File: config.mk
export PLATFORM = sky130hd
export DESIGN_NAME = utf8_stream_decoder
export DESIGN_NICKNAME = d
export VERILOG_FILES = /design/src/rtl/u8sd_pkg.sv /design/src/rtl/u8sd_step.sv /design/src/rtl/u8sd_out_stage.sv /design/src/rtl/utf8_stream_decoder.sv
export SDC_FILE = /design/constraint.sdc
export NUM_CORES = 1
export LEC_CHECK = 0
export BUFFER_PORTS_ARGS = -buffer_cell sky130_fd_sc_hd__clkbuf_2
export CAP_MARGIN = 30
export CORE_ASPECT_RATIO = 2
export CORE_UTILIZATION = 50
export CTS_CLUSTER_DIAMETER = 150
export CTS_CLUSTER_SIZE = 20
export DETAILED_ROUTE_END_ITERATION = 12
export HOLD_SLACK_MARGIN = 0.1
export MAX_ROUTING_LAYER = met4
export PLACE_DENSITY = 0.82
export SYNTH_ARGS = -nofsm -noshare
export SYNTH_HDL_FRONTEND = slang
export SYNTH_SLANG_ARGS = --single-unit
File: constraint.sdc
create_clock -name aclk -period 5.33 [get_ports aclk]
set_clock_uncertainty 0.2 [all_clocks]
set_input_delay 1.066 -clock aclk [delete_from_list [all_inputs] [get_ports aclk]]
set_output_delay 1.066 -clock aclk [all_outputs]
set_load 0.05 [all_outputs]
File: src/rtl/u8sd_pkg.sv
// Package for the UTF-8 stream decoder: result and sequence-state types,
// byte-class constants and the lead-byte helper functions.
// No dependencies.
package u8sd_pkg;

    localparam int unsigned CP_W  = 31;
    localparam int unsigned LEN_W = 3;

    // Sequence lengths that a lead byte may open
    localparam logic [3:0] SEQ_MIN = 4'd2;
    localparam logic [3:0] SEQ_MAX = 4'd6;

    localparam logic [LEN_W-1:0] LEN_ONE = 3'd1;

    typedef struct packed {
        logic [CP_W-1:0]  code_point;
        logic [LEN_W-1:0] seq_length;
        logic             bad_lead;
    } u8sd_result_t;

    typedef struct packed {
        logic [CP_W-1:0]  accumulator;
        logic [LEN_W-1:0] bytes_left;
        logic [LEN_W-1:0] seq_total;
    } u8sd_state_t;

    // Count leading one bits of a byte, 0 to 8
    function automatic logic [3:0] lead_ones(input logic [7:0] b);
        logic [3:0] n;
        logic       run;
        n   = 4'd0;
        run = 1'b1;
        for (int i = 7; i >= 0; i--) begin
            run = run & b[i];
            n   = n + {3'd0, run};
        end
        return n;
    endfunction

    // Payload bits kept from a lead byte of a sequence of length n
    function automatic logic [7:0] lead_mask(input logic [3:0] n);
        return 8'hFF >> (n + 4'd1);
    endfunction

endpackage

File: src/rtl/u8sd_step.sv
// One decode step: takes the held byte and the sequence state, returns the
// next state and the result item, if any. Pure combinational.
// Depends on u8sd_pkg.
module u8sd_step
    import u8sd_pkg::*;
(
    input  logic [7:0]   in_byte,
    input  u8sd_state_t  state,
    output u8sd_state_t  state_next,
    output logic         emit,
    output u8sd_result_t result
);

    logic [3:0] ones;
    logic [7:0] kept;

    assign ones = lead_ones(in_byte);
    assign kept = in_byte & lead_mask(ones);

    always_comb begin
        state_next = state;
        emit       = 1'b0;
        result     = '0;
        priority if (state.bytes_left != '0) begin
            // Continuation: shift in low six bits, byte is not checked
            state_next.accumulator = {state.accumulator[CP_W-7:0], in_byte[5:0]};
            state_next.bytes_left  = state.bytes_left - LEN_W'(1);
            emit                   = (state.bytes_left == LEN_W'(1));
            result.code_point      = state_next.accumulator;
            result.seq_length      = state.seq_total;
        end else if (!in_byte[7]) begin
            emit              = 1'b1;
            result.code_point = {{(CP_W-8){1'b0}}, in_byte};
            result.seq_length = LEN_ONE;
        end else if (ones < SEQ_MIN || ones > SEQ_MAX) begin
            // Lone continuation, 0xFE or 0xFF: flag, open nothing
            emit              = 1'b1;
            result.seq_length = LEN_ONE;
            result.bad_lead   = 1'b1;
        end else begin
            state_next.accumulator = {{(CP_W-8){1'b0}}, kept};
            state_next.bytes_left  = LEN_W'(ones - 4'd1);
            state_next.seq_total   = LEN_W'(ones);
        end
    end

endmodule

File: src/rtl/u8sd_out_stage.sv
// Result register of the decoder: holds one finished item until the
// downstream side takes it. Depends on u8sd_pkg.
module u8sd_out_stage
    import u8sd_pkg::*;
(
    input  logic             aclk,
    input  logic             aresetn,
    input  logic             load,
    input  u8sd_result_t     result,
    output logic             can_take,
    output logic             m_valid,
    input  logic             m_ready,
    output u8sd_result_t     m_result
);

    logic         valid_reg;
    u8sd_result_t result_reg;

    assign can_take = !valid_reg || m_ready;
    assign m_valid  = valid_reg;
    assign m_result = result_reg;

    always_ff @(posedge aclk) begin
        if (!aresetn) begin
            valid_reg <= 1'b0;
        end else if (load) begin
            valid_reg <= 1'b1;
        end else if (m_ready) begin
            valid_reg <= 1'b0;
        end
    end

    always_ff @(posedge aclk) begin
        if (load) begin
            result_reg <= result;
        end
    end

endmodule

File: src/rtl/utf8_stream_decoder.sv
// Top level of the UTF-8 stream decoder: input byte register, sequence
// state, decode step and result register. Depends on u8sd_pkg, u8sd_step,
// u8sd_out_stage.
//
//   channel | ports                                      | direction
//   input   | s_valid s_ready s_in_byte[7:0]             | in
//   result  | m_valid m_ready m_code_point[30:0]         | out
//           | m_seq_length[2:0] m_bad_lead               |
//
// One byte per cycle sustained while the result register is not stalled; a
// result shows on m_valid once the byte that completes it has passed the
// input register and then the result register. Bytes that open a sequence,
// or continue it without completing it, give no result item.
// Reset clears the sequence state to idle and drops both registers.
// A stalled result holds the input register; the held byte advances as
// soon as the result register is free or being taken in the same cycle.
module utf8_stream_decoder
    import u8sd_pkg::*;
(
    input  logic                aclk,
    input  logic                aresetn,
    input  logic                s_valid,
    output logic                s_ready,
    input  logic [7:0]          s_in_byte,
    output logic                m_valid,
    input  logic                m_ready,
    output logic [CP_W-1:0]     m_code_point,
    output logic [LEN_W-1:0]    m_seq_length,
    output logic                m_bad_lead
);

    logic         in_valid_reg;
    logic [7:0]   in_byte_reg;
    u8sd_state_t  state_reg;
    u8sd_state_t  state_next;
    logic         emit;
    u8sd_result_t result;
    u8sd_result_t m_result;
    logic         can_take;
    logic         advance;

    assign advance = in_valid_reg && can_take;
    assign s_ready = !in_valid_reg || advance;

    always_ff @(posedge aclk) begin
        if (!aresetn) begin
            in_valid_reg <= 1'b0;
        end else if (s_ready) begin
            in_valid_reg <= s_valid;
        end
    end

    always_ff @(posedge aclk) begin
        if (s_ready && s_valid) begin
            in_byte_reg <= s_in_byte;
        end
    end

    always_ff @(posedge aclk) begin
        if (!aresetn) begin
            state_reg <= '0;
        end else if (advance) begin
            state_reg <= state_next;
        end
    end

    u8sd_step u_step (
        .in_byte    (in_byte_reg),
        .state      (state_reg),
        .state_next (state_next),
        .emit       (emit),
        .result     (result)
    );

    u8sd_out_stage u_out (
        .aclk     (aclk),
        .aresetn  (aresetn),
        .load     (advance && emit),
        .result   (result),
        .can_take (can_take),
        .m_valid  (m_valid),
        .m_ready  (m_ready),
        .m_result (m_result)
    );

    assign m_code_point = m_result.code_point;
    assign m_seq_length = m_result.seq_length;
    assign m_bad_lead   = m_result.bad_lead;

endmodule

==> flow_summary_export.csv, run 1 <==
group,metric,value,unit
min_path,hold_depth,2,
synth,async_reset_ff_share,0,%
placed_design,port_buffers,48,
routing,wl_per_cell,15.2,µm
floorplan,core,6310,µm²
job,drv_cap,0,
clock_tree,clk_pin_slew,0.05,ns
timing,maxSlewHeadroom,40.1,%
global_route,groute.usage.overall,20.8,%
routing,dr.pass1.iters,4,
placed_design,place_area,3600,µm²
placed_design,dpl.hpwl,4490,µm
status,outcome,"finished, final reports clean",
floorplan,die_h,116,µm
final_layout,largest_register_ffs,35,
worst_setup_path,setup.worst_path.end_class,"flip-flop",
clock_tree,cts_buffers,9,
clock_tree,cts_root_buf,"clkbuf_16",
clock_tree,postCtsSetupRepairBufs,0,
power_and_ir_drop,power_density,369,nW/µm²
power_and_ir_drop,power.total,1430,µW
synth,synth-edff-count,43,
worst_setup_path,slowest_delay,0.60,ns
power_and_ir_drop,p_seq_share,46.0,%
timing,setup_tns,0,ns
clock_tree,cts_tree,"built",
routing,drt_iter0_markers,92,
clock_tree,h-tree-depth,3,
routing,routed_via_density,5.44,
final_layout,final_cell_mix,"clkbuf_2, edfxtp_1, and2_1, dfxtp_1, nor2_1",
synth,synth_area,3270,µm²
timing,fmax,0.202,GHz
final_layout,final_nets,350,
routing,drt-total-wl,6340,µm
synth,synth_warnings,0,
placed_design,gp_congestion,0.914,
clock_tree,cts_buffer_depth,2,
timing,fin_hold_ws,0.264,ns
power_and_ir_drop,switching_share,26.4,%
worst_setup_path,ff2ff_setup_slack,0.37,ns
floorplan,die-area,6900,µm²
clock_tree,cts_resized,0,
worst_setup_path,cp_slowest_cell,"fa_1",
clock_tree,holdBufCountCts,0,
min_path,hp-class,"reg -> reg",
routing,drcViolationCount,0,
timing,maxSlewViolCount,0,
worst_setup_path,crit_top_cell,"fa_1",
power_and_ir_drop,intPower,1050,µW
worst_setup_path,arrival,5.01,ns
floorplan,start_util,51.9,%
timing,final_hold_viol_count,0,
power_and_ir_drop,p_comb_share,13.4,%
worst_setup_path,reg2reg_to,"state_reg[14]",
synth,yosys_most_used_dff,"edfxtp_1",
timing,setup-violations-final,0,
global_route,first_global_vias,2084,
global_route,grt_pass1_wl,9770,µm
clock_tree,cts_sinks,76,
min_path,min_from,"state_reg[7]",
power_and_ir_drop,clkPwrFrac,40.7,%
clock_tree,clock_latency,0.34,ns
power_and_ir_drop,switchingPower,378,µW
timing,worst_slew_pin_slew,0.898,ns
timing,post-route-min-period,4.96,ns
timing,rsz0062_at_grt,"false",
synth,synth_nets,300,
worst_setup_path,rr_worst_depth,17,
global_route,grt_max_degree,37,
synth,synth_cells,275,
min_path,min_to,"state_reg[7]",
final_layout,final_common_cell,"clkbuf_2",
power_and_ir_drop,leakage,0.00154,µW
worst_setup_path,path_cells,"and3_1 -> and2_1 -> and3_1 -> and3_1 -> fa_1 -> fa_1 -> fa_1 -> inv_1 -> fa_1 -> inv_1 -> ha_1 -> nor2_1 -> nand2_1 -> a41oi_4 -> buf_4 -> a22oi_1 -> nor2_1",
worst_setup_path,setup.worst_path.class,"reg -> reg",
synth,synth.distinct_cells,43,
final_layout,syn_to_final_growth,18.5,%
floorplan,rows,41,
worst_setup_path,path_max_fanout,17,
final_layout,antenna_cells,0,
routing,ant_nets,0,
worst_setup_path,r2r-start,"in_byte_reg[6]",
worst_setup_path,start_kind,"flip-flop",
final_layout,final_core_util,61.5,%
routing,vias,2263,
final_layout,drive_above_1_share,21.5,%
global_route,antenna_found_initial,0,
synth,ys_ff_latch,76,
worst_setup_path,required,5.38,ns
floorplan,ioPinCount,49,
global_route,grt_overflow,0,
power_and_ir_drop,max-vdd-ir-drop,0.280,mV
synth,yosysSeqAreaShare,59.6,%
final_layout,final_area,3880,µm²
timing,min_period_over_period,93.0,%
synth,synth_area_per_cell,11.9,µm²
floorplan,die_w,59.2,µm
area by class of cell:
| type | count | area (µm²) |
|---|---|---|
| Fill cell | 502 | 2430 |
| Tap cell | 86 | 108 |
| Sequential cell | 76 | 1950 |
| Timing Repair Buffer | 52 | 283 |
| Clock buffer | 10 | 229 |
| Clock inverter | 6 | 55.1 |
| Multi-Input combinational cell | 176 | 1220 |
| Inverter | 10 | 37.5 |
cells by family after synthesis:
group                      Yosys count  share of synthesized area (%)
and+or+nand+nor                    101                           16.5
muxes                                3                          0.917
DFF                                 76                           59.6
AOI/OAI and AO/OA                   55                           12.6
xor gates and xnor gates             4                           1.30
adders and majority gates           13                           5.88
buffers and inverters               23                           3.21
cell usage after synthesis, types with 2 or more instances:
cell type / number / share of area (%)
xnor2_1: 3 / 0.80
a22oi_1: 17 / 3.9
clkbuf_1: 8 / 0.92
a21oi_1: 11 / 1.7
o2111ai_1: 4 / 1.1
buf_6: 2 / 0.69
nor2b_1: 6 / 1.1
nand3b_1: 2 / 0.46
nor2_1: 27 / 3.1
inv_1: 9 / 1.0
nand3_1: 5 / 0.76
edfxtp_1: 43 / 39
nand2b_1: 2 / 0.38
o21ai_0: 5 / 0.76
dfxtp_1: 33 / 20
a31oi_1: 4 / 0.76
mux2i_1: 3 / 0.92
ha_1: 9 / 3.4
and3_1: 4 / 0.76
o21a_1: 2 / 0.46
nand2_1: 14 / 1.6
and2_1: 36 / 6.9
buf_2: 3 / 0.46
fa_1: 4 / 2.4
worst max path at each step:
stage / startpoint / to / slack [ns] / cells after the start
6_report: in_byte_reg[6] / state_reg[14] / 0.37 / 17
5_1_grt: in_byte_reg[6] / state_reg[14] / 0.1 / 17
4_1_cts: in_byte_reg[6] / state_reg[14] / 0.40 / 17
3_5_place_dp: in_byte_reg[6] / state_reg[7] / 0.43 / 16
3_3_place_gp: in_byte_reg[6] / state_reg[8] / 0.57 / 16
2_1_floorplan: in_byte_reg[7] / u_out.m_result[0] / 0.04 / 16
power by group through the flow:
stage	registers [µW]	logic, µW	clock network [µW]
after detailed placement	671	190	0
after global routing	661	205	612
final	658	191	582
after floorplan	724	91.1	0
after global placement	670	186	0
after CTS	658	191	591
layer usage:
layer  routed length [µm]  track usage [%]  up-vias
met3                  236             5.43       31
met1                 2200             18.9     1066
met2                 3490             34.8       85
met5                    0                -        -
li1                     -                -     1081
met4                  413             17.8        0
metrics by stage:
stage	setup WS, ns	cells
final	0.372	416
after CTS	0.398	416
after global placement	0.575	400
after detailed placement	0.430	400
after global routing	0.0954	416
after floorplan	0.0406	275
critical path, delay by kind of cell (launching register included):
kind            cells  cell delay, ns
fa+ha+maj           5            2.00
compound gates      2            0.48
simple gates        7            1.26
buf+inv             3            0.47
flops               1            0.46
No activity file was read; power rests on OpenSTA's default activity.
==> run 2: changes to the inputs <==
- PLACE_DENSITY: 0.82 -> 0.81
- SYNTH_HIERARCHICAL: default -> 1
==> run 2 against run 1 <==
Area after synthesis increased by 15%. Sequential cell count unchanged. Final cell count increased by 16%. Worst hold slack got worse by 0.016 ns. Sequential power increased by 1%. Critical endpoint is now u_out/m_result[5]. Critical path type unchanged. Core utilization decreased by 1.5 points.
==> flow_summary_export.csv, run 2 <==
group,metric,value,unit
timing,rsz0062_at_grt,"false",
clock_tree,cts_buffers,9,
timing,fin_hold_ws,0.249,ns
timing,min_period_over_period,97.2,%
placed_design,dp_cells,464,
synth,synth_nets,369,
global_route,first_global_vias,2685,
power_and_ir_drop,switchingPower,435,µW
power_and_ir_drop,power_density,340,nW/µm²
timing,fmax,0.193,GHz
routing,ant_nets,0,
routing,dr.pass1.iters,4,
synth,synth_area_per_cell,11.0,µm²
final_layout,syn_to_final_growth,15.8,%
worst_setup_path,setup.worst_path.end_class,"flip-flop",
synth,synth_cells,343,
timing,setup_tns,0,ns
placed_design,gp_congestion,0.864,
timing,setup_ws,0.149,ns
placed_design,port_buffers,48,
worst_setup_path,start_kind,"flip-flop",
worst_setup_path,path_cells,"and3_4 -> nand2_1 -> nor2_1 -> and3_1 -> fa_1 -> inv_1 -> fa_1 -> inv_1 -> fa_1 -> ha_1 -> inv_1 -> fa_2 -> buf_4 -> nor2b_1 -> mux2_4 -> nor2_4 -> nor2_4 -> a21o_1 -> and3_2 -> buf_12",
clock_tree,h-tree-depth,3,
timing,setup-violations-final,0,
floorplan,rows,44,
timing,worst_slew_pin_slew,0.644,ns
worst_setup_path,arrival,5.06,ns
global_route,grt_pass1_wl,12400,µm
final_layout,stdcell_count,484,
worst_setup_path,cp_slowest_cell,"fa_2",
timing,final_hold_viol_count,0,
placed_design,dp_slack,0.0933,ns
clock_tree,cts_root_buf,"clkbuf_16",
power_and_ir_drop,leakage,0.00188,µW
status,outcome,"finished, final reports clean",
floorplan,ioPinCount,49,
routing,drt_iter0_markers,159,
routing,wl_per_cell,15.8,µm
power_and_ir_drop,p_comb_share,19.3,%
final_layout,final_cell_mix,"clkbuf_2, edfxtp_1, nand2_1, and2_1, dfxtp_1",
clock_tree,cts_buffer_depth,2,
routing,drcViolationCount,0,
timing,post-route-min-period,5.18,ns
power_and_ir_drop,intPower,1050,µW
global_route,grt_overflow,0,
global_route,grt_max_degree,39,
clock_tree,clock_latency,0.33,ns
floorplan,die_h,125,µm
final_layout,drive_above_1_share,29.8,%
floorplan,die-area,7910,µm²
placed_design,dpl.hpwl,5280,µm
job,drv_cap,0,
power_and_ir_drop,p_seq_share,44.8,%
final_layout,final_common_cell,"clkbuf_2",
floorplan,die_w,63.4,µm
routing,vias,2691,
clock_tree,cts_tree,"built",
worst_setup_path,setup.worst_path.class,"reg -> reg",
power_and_ir_drop,max-vdd-ir-drop,0.292,mV
synth,synth_area,3770,µm²
synth,synth_warnings,6,
worst_setup_path,path_max_fanout,30,
power_and_ir_drop,switching_share,29.3,%
min_path,hp-class,"reg -> reg",
worst_setup_path,slowest_delay,0.54,ns
worst_setup_path,required,5.21,ns
worst_setup_path,path_buf_inv,5,
global_route,antenna_found_initial,0,
final_layout,antenna_cells,0,
floorplan,core,7270,µm²
power_and_ir_drop,clkPwrFrac,35.9,%
routing,routed_via_density,5.56,
clock_tree,cts_sinks,76,
final_layout,largest_register_ffs,35,
timing,maxSlewHeadroom,57.0,%
worst_setup_path,crit_family,"adder cells",
routing,drt-total-wl,7650,µm
clock_tree,holdBufCountCts,0,
clock_tree,clk_pin_slew,0.06,ns
timing,maxSlewViolCount,0,
floorplan,start_util,51.9,%
final_layout,final_nets,413,
global_route,groute.usage.overall,21.0,%
==> run 2: cell type report <==
| type | count | area, µm² |
|---|---|---|
| timing repair buffer | 61 | 367 |
| clock buffer | 11 | 233 |
| multi-input combinational | 224 | 1610 |
| sequential | 76 | 1950 |
| inverter | 15 | 56.3 |
| clock inverter | 5 | 28.8 |
| fill | 625 | 2900 |
| tap | 92 | 115 |
==> run 2: final timing paths <==
kind	to	depth (start not counted)	from	slack, ns
max	u_out/m_result[5]	20	in_byte_reg[7]	0.15
min	state_reg[4]	2	state_reg[4]	0.25
max reg2reg	u_out/m_result[5]	20	in_byte_reg[7]	0.15
min reg2reg	state_reg[4]	2	state_reg[4]	0.25
==> run 2: power groups by stage <==
stage	combinational (µW)	sequential, µW	clock (µW)
finish	286	665	532
detailed placement	278	678	0
global route	303	668	567
CTS	279	666	542
global placement	270	677	0
floorplan	146	746	0
==> run 2: timing repair <==
item                       4_1_cts  5_1_grt
resized for setup                0        6
setup endpoints to repair        0       56
buffers inserted                 0        4
==> run 2: layer usage <==
metal | global-route usage, % | wire length (µm) | vias up
met5 | - | 0 | -
met4 | 13.5 | 319 | 0
met3 | 4.58 | 223 | 22
met2 | 35.4 | 4150 | 70
met1 | 21.4 | 2960 | 1298
li1 | - | - | 1301
==> run 2: metrics by stage <==
stage                     total power, µW  instance area [µm²]  util (%)
after detailed placement              956                 4050      55.7
after global routing                 1540                 4360      60.0
final                                1480                 4360      60.0
after global placement                947                 4030      55.4
after floorplan                       892                 3770         -
after CTS                            1490                 4310      59.3
==> run 2: tightest hold or removal path: stages, from the launching register on <==
cell	delay, ns
dfxtp_1	0.31
nand2_1	0.05
o21ai_1	0.05
